===== config.mk =====
export PLATFORM = sky130hd
export DESIGN_NAME = two_key_press_classifier
export DESIGN_NICKNAME = d
export VERILOG_FILES = /design/src/sv/tkpc_pkg.sv /design/src/sv/tkpc_key.sv /design/src/sv/two_key_press_classifier.sv
export SDC_FILE = /design/constraint.sdc
export NUM_CORES = 1
export LEC_CHECK = 0
export ABC_AREA = 1
export BUFFER_PORTS_ARGS = -buffer_cell sky130_fd_sc_hd__buf_2
export CAP_MARGIN = 40
export CORE_ASPECT_RATIO = 1.25
export CORE_MARGIN = 5
export CORE_UTILIZATION = 40
export DETAILED_ROUTE_END_ITERATION = 10
export SLEW_MARGIN = 20
export SYNTH_ARGS = -nofsm -noshare
export SYNTH_HDL_FRONTEND = slang
export SYNTH_SLANG_ARGS = --single-unit

===== constraint.sdc =====
create_clock -name clk_i -period 11.8 [get_ports clk_i]
set_input_delay 1.18 -clock clk_i [delete_from_list [all_inputs] [get_ports clk_i]]
set_output_delay 1.18 -clock clk_i [all_outputs]
set_load 0.03 [all_outputs]

===== src/sv/tkpc_pkg.sv =====
// ----------------------------------------------------------------------------
// tkpc_pkg
// shared types and constants of the two key press classifier
// ----------------------------------------------------------------------------
package tkpc_pkg;

  // width of the internal timestamp, differences wrap modulo 2^TimeBits
  localparam int unsigned TimeBits = 32;

  // stream payload widths, padded to whole bytes
  localparam int unsigned InDataW  = 40;
  localparam int unsigned OutDataW = 8;
  localparam int unsigned StampW   = 32;

  // configuration port
  localparam int unsigned CfgIdxW  = 1;
  localparam int unsigned CfgDataW = 16;

  // register indexes
  localparam logic [CfgIdxW-1:0] CfgLongThr = 1'b0;
  localparam logic [CfgIdxW-1:0] CfgDblWin  = 1'b1;

  typedef logic [TimeBits-1:0] time_t;

  typedef enum logic [1:0] {
    EvNone   = 2'd0,
    EvShort  = 2'd1,
    EvLong   = 2'd2,
    EvDouble = 2'd3
  } event_e;

  typedef struct packed {
    logic [CfgDataW-1:0] long_thr;
    logic [CfgDataW-1:0] dbl_win;
  } cfg_t;

endpackage


===== src/sv/tkpc_key.sv =====
// ----------------------------------------------------------------------------
// tkpc_key
// per-key press state and short / long / double classification
// ----------------------------------------------------------------------------
module tkpc_key import tkpc_pkg::*; (
  input  logic   clk_i,
  input  logic   rst_ni,
  input  logic   step_i,
  input  logic   down_i,
  input  time_t  now_i,
  input  cfg_t   cfg_i,
  output event_e event_o
);

  logic   prev_q, prev_d;
  time_t  press_q, press_d;
  time_t  rel_q, rel_d;
  time_t  single_q, single_d;
  logic   long_q, long_d;
  logic   dbl_q, dbl_d;
  logic   sgl_q, sgl_d;
  event_e ev_q, ev_d;

  time_t thr, win;

  assign thr = time_t'(cfg_i.long_thr);
  assign win = time_t'(cfg_i.dbl_win);

  always_comb begin
    prev_d   = down_i;
    press_d  = press_q;
    rel_d    = rel_q;
    single_d = single_q;
    long_d   = long_q;
    dbl_d    = dbl_q;
    sgl_d    = sgl_q;
    ev_d     = ev_q;

    // pending single turns into short once the window has passed
    if (sgl_q && ((now_i - single_q) >= win)) begin
      ev_d  = EvShort;
      sgl_d = 1'b0;
    end

    if (down_i) begin
      if (!prev_q) begin
        press_d = now_i;
        ev_d    = EvNone;
      end
      if (!long_q && ((now_i - press_d) > thr)) begin
        ev_d   = EvLong;
        long_d = 1'b1;
        dbl_d  = 1'b0;
        sgl_d  = 1'b0;
      end else if (long_q) begin
        ev_d = EvLong;
      end
    end else begin
      if (prev_q) begin
        if (!long_q) begin
          if (dbl_q && ((now_i - rel_q) < win)) begin
            ev_d  = EvDouble;
            dbl_d = 1'b0;
            sgl_d = 1'b0;
          end else begin
            sgl_d    = 1'b1;
            single_d = now_i;
            dbl_d    = 1'b1;
            rel_d    = now_i;
          end
        end
        long_d = 1'b0;
      end else if (dbl_q && ((now_i - rel_q) >= win)) begin
        dbl_d = 1'b0;
      end
      press_d = '0;
    end
  end

  always_ff @(posedge clk_i or negedge rst_ni) begin
    if (!rst_ni) begin
      prev_q   <= 1'b0;
      press_q  <= '0;
      rel_q    <= '0;
      single_q <= '0;
      long_q   <= 1'b0;
      dbl_q    <= 1'b0;
      sgl_q    <= 1'b0;
      ev_q     <= EvNone;
    end else if (step_i) begin
      prev_q   <= prev_d;
      press_q  <= press_d;
      rel_q    <= rel_d;
      single_q <= single_d;
      long_q   <= long_d;
      dbl_q    <= dbl_d;
      sgl_q    <= sgl_d;
      ev_q     <= ev_d;
    end
  end

  assign event_o = ev_d;

endmodule


===== src/sv/two_key_press_classifier.sv =====
// ----------------------------------------------------------------------------
// two_key_press_classifier
// short, long and double press detection for two keys plus a combo pulse
// ----------------------------------------------------------------------------
// Each request on the input stream is one poll: the debounced levels of two
// keys and a free-running millisecond timestamp. Every poll gives exactly one
// request on the output stream holding the latest event of each key (none,
// short, long, double) and a one-poll combo flag raised when both keys first
// go down together. The block takes one poll per clock cycle while the output
// is not stalled. A poll passes through the input register and then the
// result register; the per-key events are computed combinationally between
// them. Timestamp differences wrap modulo 2^32. The user must write the two
// thresholds through the config port only while no poll is in flight; the
// block itself does not enforce this. Both thresholds reset to their defaults.
// ----------------------------------------------------------------------------
module two_key_press_classifier import tkpc_pkg::*; (
  input  logic                clk_i,
  input  logic                rst_ni,
  // input stream
  input  logic                s_axis_tvalid_i,
  output logic                s_axis_tready_o,
  input  logic [InDataW-1:0]  s_axis_tdata_i,  // [0] key_a_down, [1] key_b_down,
                                                // [33:2] time_ms, [39:34] zero
  // output stream
  output logic                m_axis_tvalid_o,
  input  logic                m_axis_tready_i,
  output logic [OutDataW-1:0] m_axis_tdata_o,  // [1:0] key_a_event,
                                                // [3:2] key_b_event,
                                                // [4] combo_event, [7:5] zero
  // configuration writes
  input  logic                cfg_we_i,
  input  logic [CfgIdxW-1:0]  cfg_idx_i,
  input  logic [CfgDataW-1:0] cfg_data_i
);

  // configuration registers
  cfg_t cfg_q, cfg_d;

  // input register
  logic  in_vld_q;
  logic  in_a_q, in_b_q;
  time_t in_now_q;

  // result register
  logic                out_vld_q;
  logic [OutDataW-1:0] out_data_q, out_data_d;

  // combo tracking
  logic combo_seen_q, combo_seen_d, combo_pulse;

  logic   step;     // item in the input register moves to the result
  logic   in_take;  // new poll accepted
  event_e ev_a, ev_b;

  // the input register frees up whenever its poll moves on
  assign step            = in_vld_q && (!out_vld_q || m_axis_tready_i);
  assign s_axis_tready_o = !in_vld_q || step;
  assign in_take         = s_axis_tvalid_i && s_axis_tready_o;

  // register write decode, unknown indexes are dropped
  always_comb begin
    cfg_d = cfg_q;
    if (cfg_we_i) begin
      case (cfg_idx_i)
        CfgLongThr: cfg_d.long_thr = cfg_data_i;
        CfgDblWin:  cfg_d.dbl_win  = cfg_data_i;
        default:    cfg_d          = cfg_q;
      endcase
    end
  end

  always_ff @(posedge clk_i or negedge rst_ni) begin
    if (!rst_ni) begin
      cfg_q.long_thr <= CfgDataW'(1000);
      cfg_q.dbl_win  <= CfgDataW'(300);
    end else begin
      cfg_q <= cfg_d;
    end
  end

  // input stage
  always_ff @(posedge clk_i or negedge rst_ni) begin
    if (!rst_ni) begin
      in_vld_q <= 1'b0;
    end else if (in_take) begin
      in_vld_q <= 1'b1;
    end else if (step) begin
      in_vld_q <= 1'b0;
    end
  end

  always_ff @(posedge clk_i) begin
    if (in_take) begin
      in_a_q   <= s_axis_tdata_i[0];
      in_b_q   <= s_axis_tdata_i[1];
      in_now_q <= time_t'(s_axis_tdata_i[StampW+1:2]);
    end
  end

  // per-key classifiers, state advances once per poll
  tkpc_key u_key_a (
    .clk_i   (clk_i),
    .rst_ni  (rst_ni),
    .step_i  (step),
    .down_i  (in_a_q),
    .now_i   (in_now_q),
    .cfg_i   (cfg_q),
    .event_o (ev_a)
  );

  tkpc_key u_key_b (
    .clk_i   (clk_i),
    .rst_ni  (rst_ni),
    .step_i  (step),
    .down_i  (in_b_q),
    .now_i   (in_now_q),
    .cfg_i   (cfg_q),
    .event_o (ev_b)
  );

  // combo pulse only on the first poll with both keys down
  assign combo_seen_d = in_a_q && in_b_q;
  assign combo_pulse  = in_a_q && in_b_q && !combo_seen_q;

  always_ff @(posedge clk_i or negedge rst_ni) begin
    if (!rst_ni) begin
      combo_seen_q <= 1'b0;
    end else if (step) begin
      combo_seen_q <= combo_seen_d;
    end
  end

  // result packing
  assign out_data_d = {3'b000, combo_pulse, 2'(ev_b), 2'(ev_a)};

  // result stage, holds while the sink stalls
  always_ff @(posedge clk_i or negedge rst_ni) begin
    if (!rst_ni) begin
      out_vld_q <= 1'b0;
    end else if (step) begin
      out_vld_q <= 1'b1;
    end else if (m_axis_tready_i) begin
      out_vld_q <= 1'b0;
    end
  end

  always_ff @(posedge clk_i) begin
    if (step) begin
      out_data_q <= out_data_d;
    end
  end

  assign m_axis_tvalid_o = out_vld_q;
  assign m_axis_tdata_o  = out_data_q;

endmodule


[Yosys cells after proc, flatten, opt, wreduce, memory -nomap -nowiden]
Cells that the tools add are included.
Cells by class
  $add $sub $neg: 4
  $mul: 0
  div/mod/pow operators: 0
  $lt $le $gt $ge: 6
  equality and inequality tests: 4
  shift operators: 0
  mux-type cells: 54
  bitwise logic cells: 7
  reduce and logical (&&, ||, !) cells: 33
Operator list (count)
  $mux W32: 6
  $sub A32 B32 Y32: 4
  $ge A32 B16 Y1: 2
  $gt A32 B16 Y1: 2
  $lt A32 B16 Y1: 2
  $mux W1: 32
  $mux W2: 16
  $logic_and A1 B1 Y1: 12
  $reduce_and A5 Y1: 2
  $reduce_and A4 Y1: 2
  $reduce_bool A2 Y1: 4
  $not A1 Y1: 7
  $ne A3 B3 Y1 const B: 2
  $reduce_and A3 Y1: 2
  $reduce_bool A3 Y1: 2
  $logic_not A1 Y1: 5
  $ne A2 B1 Y1 const B: 2
  $reduce_and A2 Y1: 2
  $logic_or A1 B1 Y1: 2
Storage, ports and cells
  register bits after elaboration: 214
  latch bits: 0
  memory bits (writable): 0
  ROM bits: 0
  input port bits: 62
  output and inout bits: 10
  logic and storage cells: 131
  memories: 0

[Longest topological paths before layout]
  depth after elaboration: 8
  gate-level depth with buffers: 34
  depth with buffers taken out: 33

[Cells and area by module]
A second synthesis with hierarchy kept.
Second synthesis, totals
  cell total of the unflattened synthesis: 3104
  area, all modules: 19896.6 um2
By module, submodules not included
  tkpc_key at u_key_a: times used 1, cells an instance 1479, area each 8682.1 um2, seq. area each 1751.7 um2
  tkpc_key at u_key_b: times used 1, cells an instance 1443, area each 8548.2 um2, seq. area each 1751.7 um2
  two_key_press_classifier: times used 1, cells an instance 182, area each 2666.3 um2, seq. area each 2059.5 um2

[Worst setup path before layout]
Ideal clock, no wire load.
  kind: flip-flop to flip-flop
  from: register u_key_a.prev_q
  to: register out_data_q[1], in the netlist m_axis_tdata_o[1], data pin
  library setup time: 258 ps
  arrival time: 3760 ps
  required time: 11542 ps
  setup slack: 7782 ps
  stages on the path, launching flop included: 30
  buffers on the path: 2
  period minus slack after synthesis: 4018 ps
  cell sequence: dfrtp_1 > clkbuf_1 > clkbuf_1 > o21ai_0 > inv_1 > ha_1 > inv_1 > fa_1 > nand2_1 > nand2_1 > and2_1 > nand2_1 > nand2_1 > nand3_1 > nand2_1 > xor2_1 > ha_1 > nand2_1 > nor2_1 > nand2_1 > nor3_1 > nand4_1 > nand2_1 > nand4_1 > nor2_1 > nand3_1 > nor2_1 > nand4_1 > nand2_1 > nand2_1
On the way
  word-level cells in the longest chain between the ends: 7
  elaborated cells between the ends (all ways): 10
  classes of those cells: 1 x add/sub; 1 x order compare; 7 x mux; 1 x reduce/logical
RTL lines
  start: declaration: RTL line tkpc_key.sv:15  | logic prev_q, prev_d;
  start signal: assignment: RTL line tkpc_key.sv:91  | prev_q <= prev_d;
  $mux W32: RTL line tkpc_key.sv:46  | if (!prev_q) begin
  $mux W32: RTL line tkpc_key.sv:45  | if (down_i) begin
  $sub A32 B32 Y32: RTL line tkpc_key.sv:50  | if (!long_q && ((now_i - press_d) > thr)) begin
  $gt A32 B16 Y1: RTL line tkpc_key.sv:50
  $logic_and A1 B1 Y1: RTL line tkpc_key.sv:50
  $mux W2: RTL line tkpc_key.sv:50
  $mux W2 (*): RTL line tkpc_key.sv:45
  net ev_a[1]: RTL line two_key_press_classifier.sv:53  | event_e ev_a, ev_b;
  end signal: assignment: RTL line two_key_press_classifier.sv:149  | out_data_q <= out_data_d;
  end: declaration: RTL line two_key_press_classifier.sv:46  | logic [OutDataW-1:0] out_data_q, out_data_d;
The timed path passes the listed nets; every way through them passes the cells marked *. The select of a mux whose other input is x is not followed.
A chain may end at the register's enable or synchronous reset.

[Worst setup path in the final report]
  from: register in_now_q[1]
  to: register u_key_b.rel_q[3]
On the way
  word-level cells in the longest chain between the ends: 5
RTL lines
  start: declaration: RTL line two_key_press_classifier.sv:42  | time_t in_now_q;
  start signal: assignment: RTL line two_key_press_classifier.sv:96  | in_now_q <= time_t'(s_axis_tdata_i[StampW+1:2]);
  $sub A32 B32 Y32
  $lt A32 B16 Y1: RTL line tkpc_key.sv:61  | if (dbl_q && ((now_i - rel_q) < win)) begin
  $logic_and A1 B1 Y1: RTL line tkpc_key.sv:61
  $not A1 Y1 (no line)
  $reduce_and A5 Y1 (no line)
  end signal: assignment: RTL line tkpc_key.sv:93  | rel_q <= rel_d;
  end: declaration: RTL line tkpc_key.sv:17  | time_t rel_q, rel_d;
Every way passes these cells.

==> impl_metrics.csv <==
group,metric,value,unit
clock_network,cts_resized,0,
global_route,antenna_found_initial,0,
run_status,outcome,"finished, final reports clean",
floorplan,ioPinCount,72,
timing,max_slew_margin,0.440,
global_route,grt-ovfl-total,0,
detailed_routing,dr.pass1.iters,8,
power_and_ir_drop,power.leakage,11.2,nW
worst_setup_path,path_common_cell,"nand3_1",
clock_network,cts_buffer_depth,3,
clock_network,cts-root-buf,"clkbuf_16",
synthesis,synthCells,2928,
worst_setup_path,cp.arrival,5.58,ns
timing,max_freq,195,MHz
placed_design,numPortBuffers,62,
timing,rsz0062_at_grt,"false",
worst_setup_path,critical-path-top-delay-family,"simple AND/OR/NAND/NOR gates",
timing,drv_slew,0,
detailed_routing,drtAntennaViolNets,0,
floorplan,initial_core_util,0.402,
worst_setup_path,cp-start-kind,"register",
clock_network,worstSkewPairLatency,0.54,ns
synthesis,synth_ff_type,"dfrtp_1",
clock_network,cts.clk_slew.worst_paths,0.06,ns
global_route,grt_pass1_vias,18400,
timing,hold_viol_final,0,
clock_network,cts-buffers-inserted,25,
timing,whs,0.483,ns
timing,post-route-period-util,0.434,
detailed_routing,drc,0,
synthesis,synth.avg_cell_area,6.59,sq um
placed_design,dp_hpwl,49700,um
global_route,grt_pass1_wl,94300,um
worst_setup_path,cp_slowest_stage_delay,0.72,ns
timing,tightest_slew,0.838,ns
worst_setup_path,worstSetupEndpointType,"register",
clock_network,htreeDepth,1,
clock_network,post_cts_buffers,0,
floorplan,die_area,52700,sq um
cells_and_area,layout.nets,3230,
detailed_routing,wirelength,60100,um
synthesis,synth_warnings,0,
synthesis,synth-edff-count,39,
cells_and_area,areaGrowthSynthToFinish,9.11,%
worst_setup_path,required,12.26,ns
floorplan,die_x,206,um
power_and_ir_drop,peakVddDrop,0.0000946,V
worst_setup_path,crit_chain,"inv_1 > fa_1 > inv_1 > nand3_1 > nand3_1 > nand3_1 > nand3_1 > xor2_1 > ha_1 > nand2_1 > nor4_1 > a21oi_1 > nand3_1 > nor2_1 > nand3_1 > nor2_2 > nand3_2 > nand3_2 > buf_4 > nand2_1 > o21ai_1",
worst_setup_path,crit_fanout,63,
global_route,track_usage,0.224,
synthesis,ys_types,48,
detailed_routing,vias_per_cell,5.04,
worst_setup_path,slowest_stage,"edfxtp_1",
detailed_routing,wl_per_cell,16.5,um
detailed_routing,drtIter0Drc,1083,
detailed_routing,vias,18400,
cells_and_area,antenna_cells,0,
clock_network,clkSinkCount,214,
synthesis,synthArstFlopShare,0.818,
timing,finClkSkew,0.0132,ns
cells_and_area,drive_gt1_frac,0.0671,
timing,fin_tns_setup,0,ns
worst_setup_path,cp.buffers_inverters,3,
floorplan,dieHeight,255,um
worst_hold_path,hold_class,"reg2reg",
synthesis,synth-seq-cells,214,
clock_network,postCtsHoldBufs,0,
flow_run,maxCapViolCount,0,
synthesis,seq_area_frac_synth,0.288,
synthesis,netlist_area,19300,sq um
power_and_ir_drop,power_density,247,nW/um^2
floorplan,rows,90,
timing,period_needed,5.12,ns
timing,setup_viol,0,
worst_setup_path,criticalPathCategory,"reg2reg",
floorplan,fp.coreArea,48000,sq um
global_route,grt_max_degree,67,
clock_network,cts_tree,"done",
placed_design,gp_congestion,0.939,
## routing by layer
| metal | part of all wire | vias up | GRT usage |
|---|---|---|---|
| met5 | 0 | - | 0 |
| met4 | 0.043 | 0 | 0.0873 |
| met3 | 0.031 | 119 | 0.0167 |
| met2 | 0.52 | 311 | 0.426 |
| met1 | 0.40 | 8507 | 0.257 |
| li1 | - | 9416 | - |
## synth_stat cells, types with 2 or more instances
cell type  count  area share
xnor2_1        5      0.0023
dfrtp_1      165        0.21
o21bai_1       9      0.0035
o21ai_0      180       0.047
buf_8          4      0.0031
fa_1           4      0.0042
nand3_2       10      0.0052
or2_2          2     0.00065
inv_1        529        0.10
o21ai_2       30       0.014
a21oi_1      140       0.036
nand2_2       13      0.0042
nand4_1       28      0.0091
buf_6          7      0.0041
nor2_1       218       0.042
dfstp_2       10       0.014
nor3_1        30      0.0078
nand2_1      936        0.18
nor3_2         3      0.0016
clkbuf_1      35      0.0068
nor2_2        13      0.0042
xor2_1        63       0.029
o21a_1         3      0.0012
o22ai_1       65       0.021
nand3_1      133       0.035
clkbuf_2       2     0.00052
nor4_1         6      0.0019
a21o_1         8      0.0031
nand3b_1      14      0.0054
ha_1         188        0.12
edfxtp_1      39       0.061
o211ai_1       2     0.00078
buf_4          3      0.0012
o21ai_1       10      0.0026
and2_1         8      0.0026
## flip-flops by register name, indices dropped and copies added (netlist names), 2 cells and up
name	cells
u_key_a.rel_q	32
u_key_b.ev_q	2
in_now_q	32
u_key_b.rel_q	32
u_key_a.ev_q	2
u_key_a.press_q	32
cfg_q	32
m_axis_tdata_o	5
u_key_b.press_q	32
## metrics by stage
stage	power [mW]	std cells	worst slack, ns	area [sq um]	utilization
final	5.21	3638	6.68	21000	0.439
after global routing	5.77	3638	6.31	21000	0.439
after CTS	5.24	3637	6.74	21000	0.438
after detailed placement	4.40	3592	6.77	20200	0.421
after global placement	4.34	3590	6.80	20100	0.420
after floorplan	3.55	2930	7.78	19300	-
## cell families (layout without fill, tap and decap cells)
| group | after synthesis | after routing | share of synthesized area |
|---|---|---|---|
| compound gates | 451 | 451 | 0.130 |
| xor+xnor | 68 | 68 | 0.0309 |
| fa+ha+maj | 192 | 192 | 0.126 |
| buf+inv | 585 | 649 | 0.121 |
| flops | 214 | 214 | 0.288 |
| other cells | 1 | 3 | 0.000194 |
| simple gates | 1417 | 1417 | 0.303 |
## report_power, final
group | switching (mW) | internal [mW] | leakage [nW]
sequential | 0.140 | 0.971 | 2.58
clock | 0.332 | 0.476 | 0.404
combinational | 2.13 | 1.15 | 8.26
## path summary, 6_finish.rpt
kind	to	cells past startpoint	start	slack, ns
setup / recovery	u_key_b.rel_q[3]	21	in_now_q[1]	6.68
hold / removal	u_key_b.rel_q[18]	2	u_key_b.rel_q[18]	0.48
setup reg to reg	u_key_b.rel_q[3]	21	in_now_q[1]	6.68
hold reg to reg	u_key_b.rel_q[18]	2	u_key_b.rel_q[18]	0.48
max in group asynchronous	cfg_q[8]	3	rst_ni	10.01
min in group asynchronous	u_key_a.rel_q[26]	1	rst_ni	0.61
## worst register-to-register path: cells and delay by family, from the launching register on
family | cells | cell delay [ns]
AOI/OAI and AO/OA | 2 | 0.38
xor gates and xnor gates | 1 | 0.20
adders and majority gates | 2 | 0.76
buffers and inverters | 3 | 1.03
DFF | 1 | 0.72
and+or+nand+nor | 13 | 1.96
## layout make-up
type	instances	area, sq um
Tap cell	644	806
Clock inverter	11	148
Inverter	531	1990
Clock buffer	34	689
Timing Repair Buffer	73	434
Fill cell	5130	26900
Sequential cell	214	5570
Multi-Input combinational cell	2131	11400
## layout by cell type (no fill, tap or decap), types with 25 or more instances in the layout
cell / netlist / layout
o21ai_2: 30 / 30
o21ai_0: 180 / 180
nand4_1: 28 / 28
nand3_1: 133 / 133
edfxtp_1: 39 / 39
inv_1: 529 / 527
nand2_1: 936 / 935
nor3_1: 30 / 30
buf_2: 1 / 61
ha_1: 188 / 188
o22ai_1: 65 / 65
a21oi_1: 140 / 140
clkbuf_16: 0 / 25
xor2_1: 63 / 63
nor2_1: 218 / 218
dfrtp_1: 165 / 163
No activity file was read; power rests on OpenSTA's default activity.
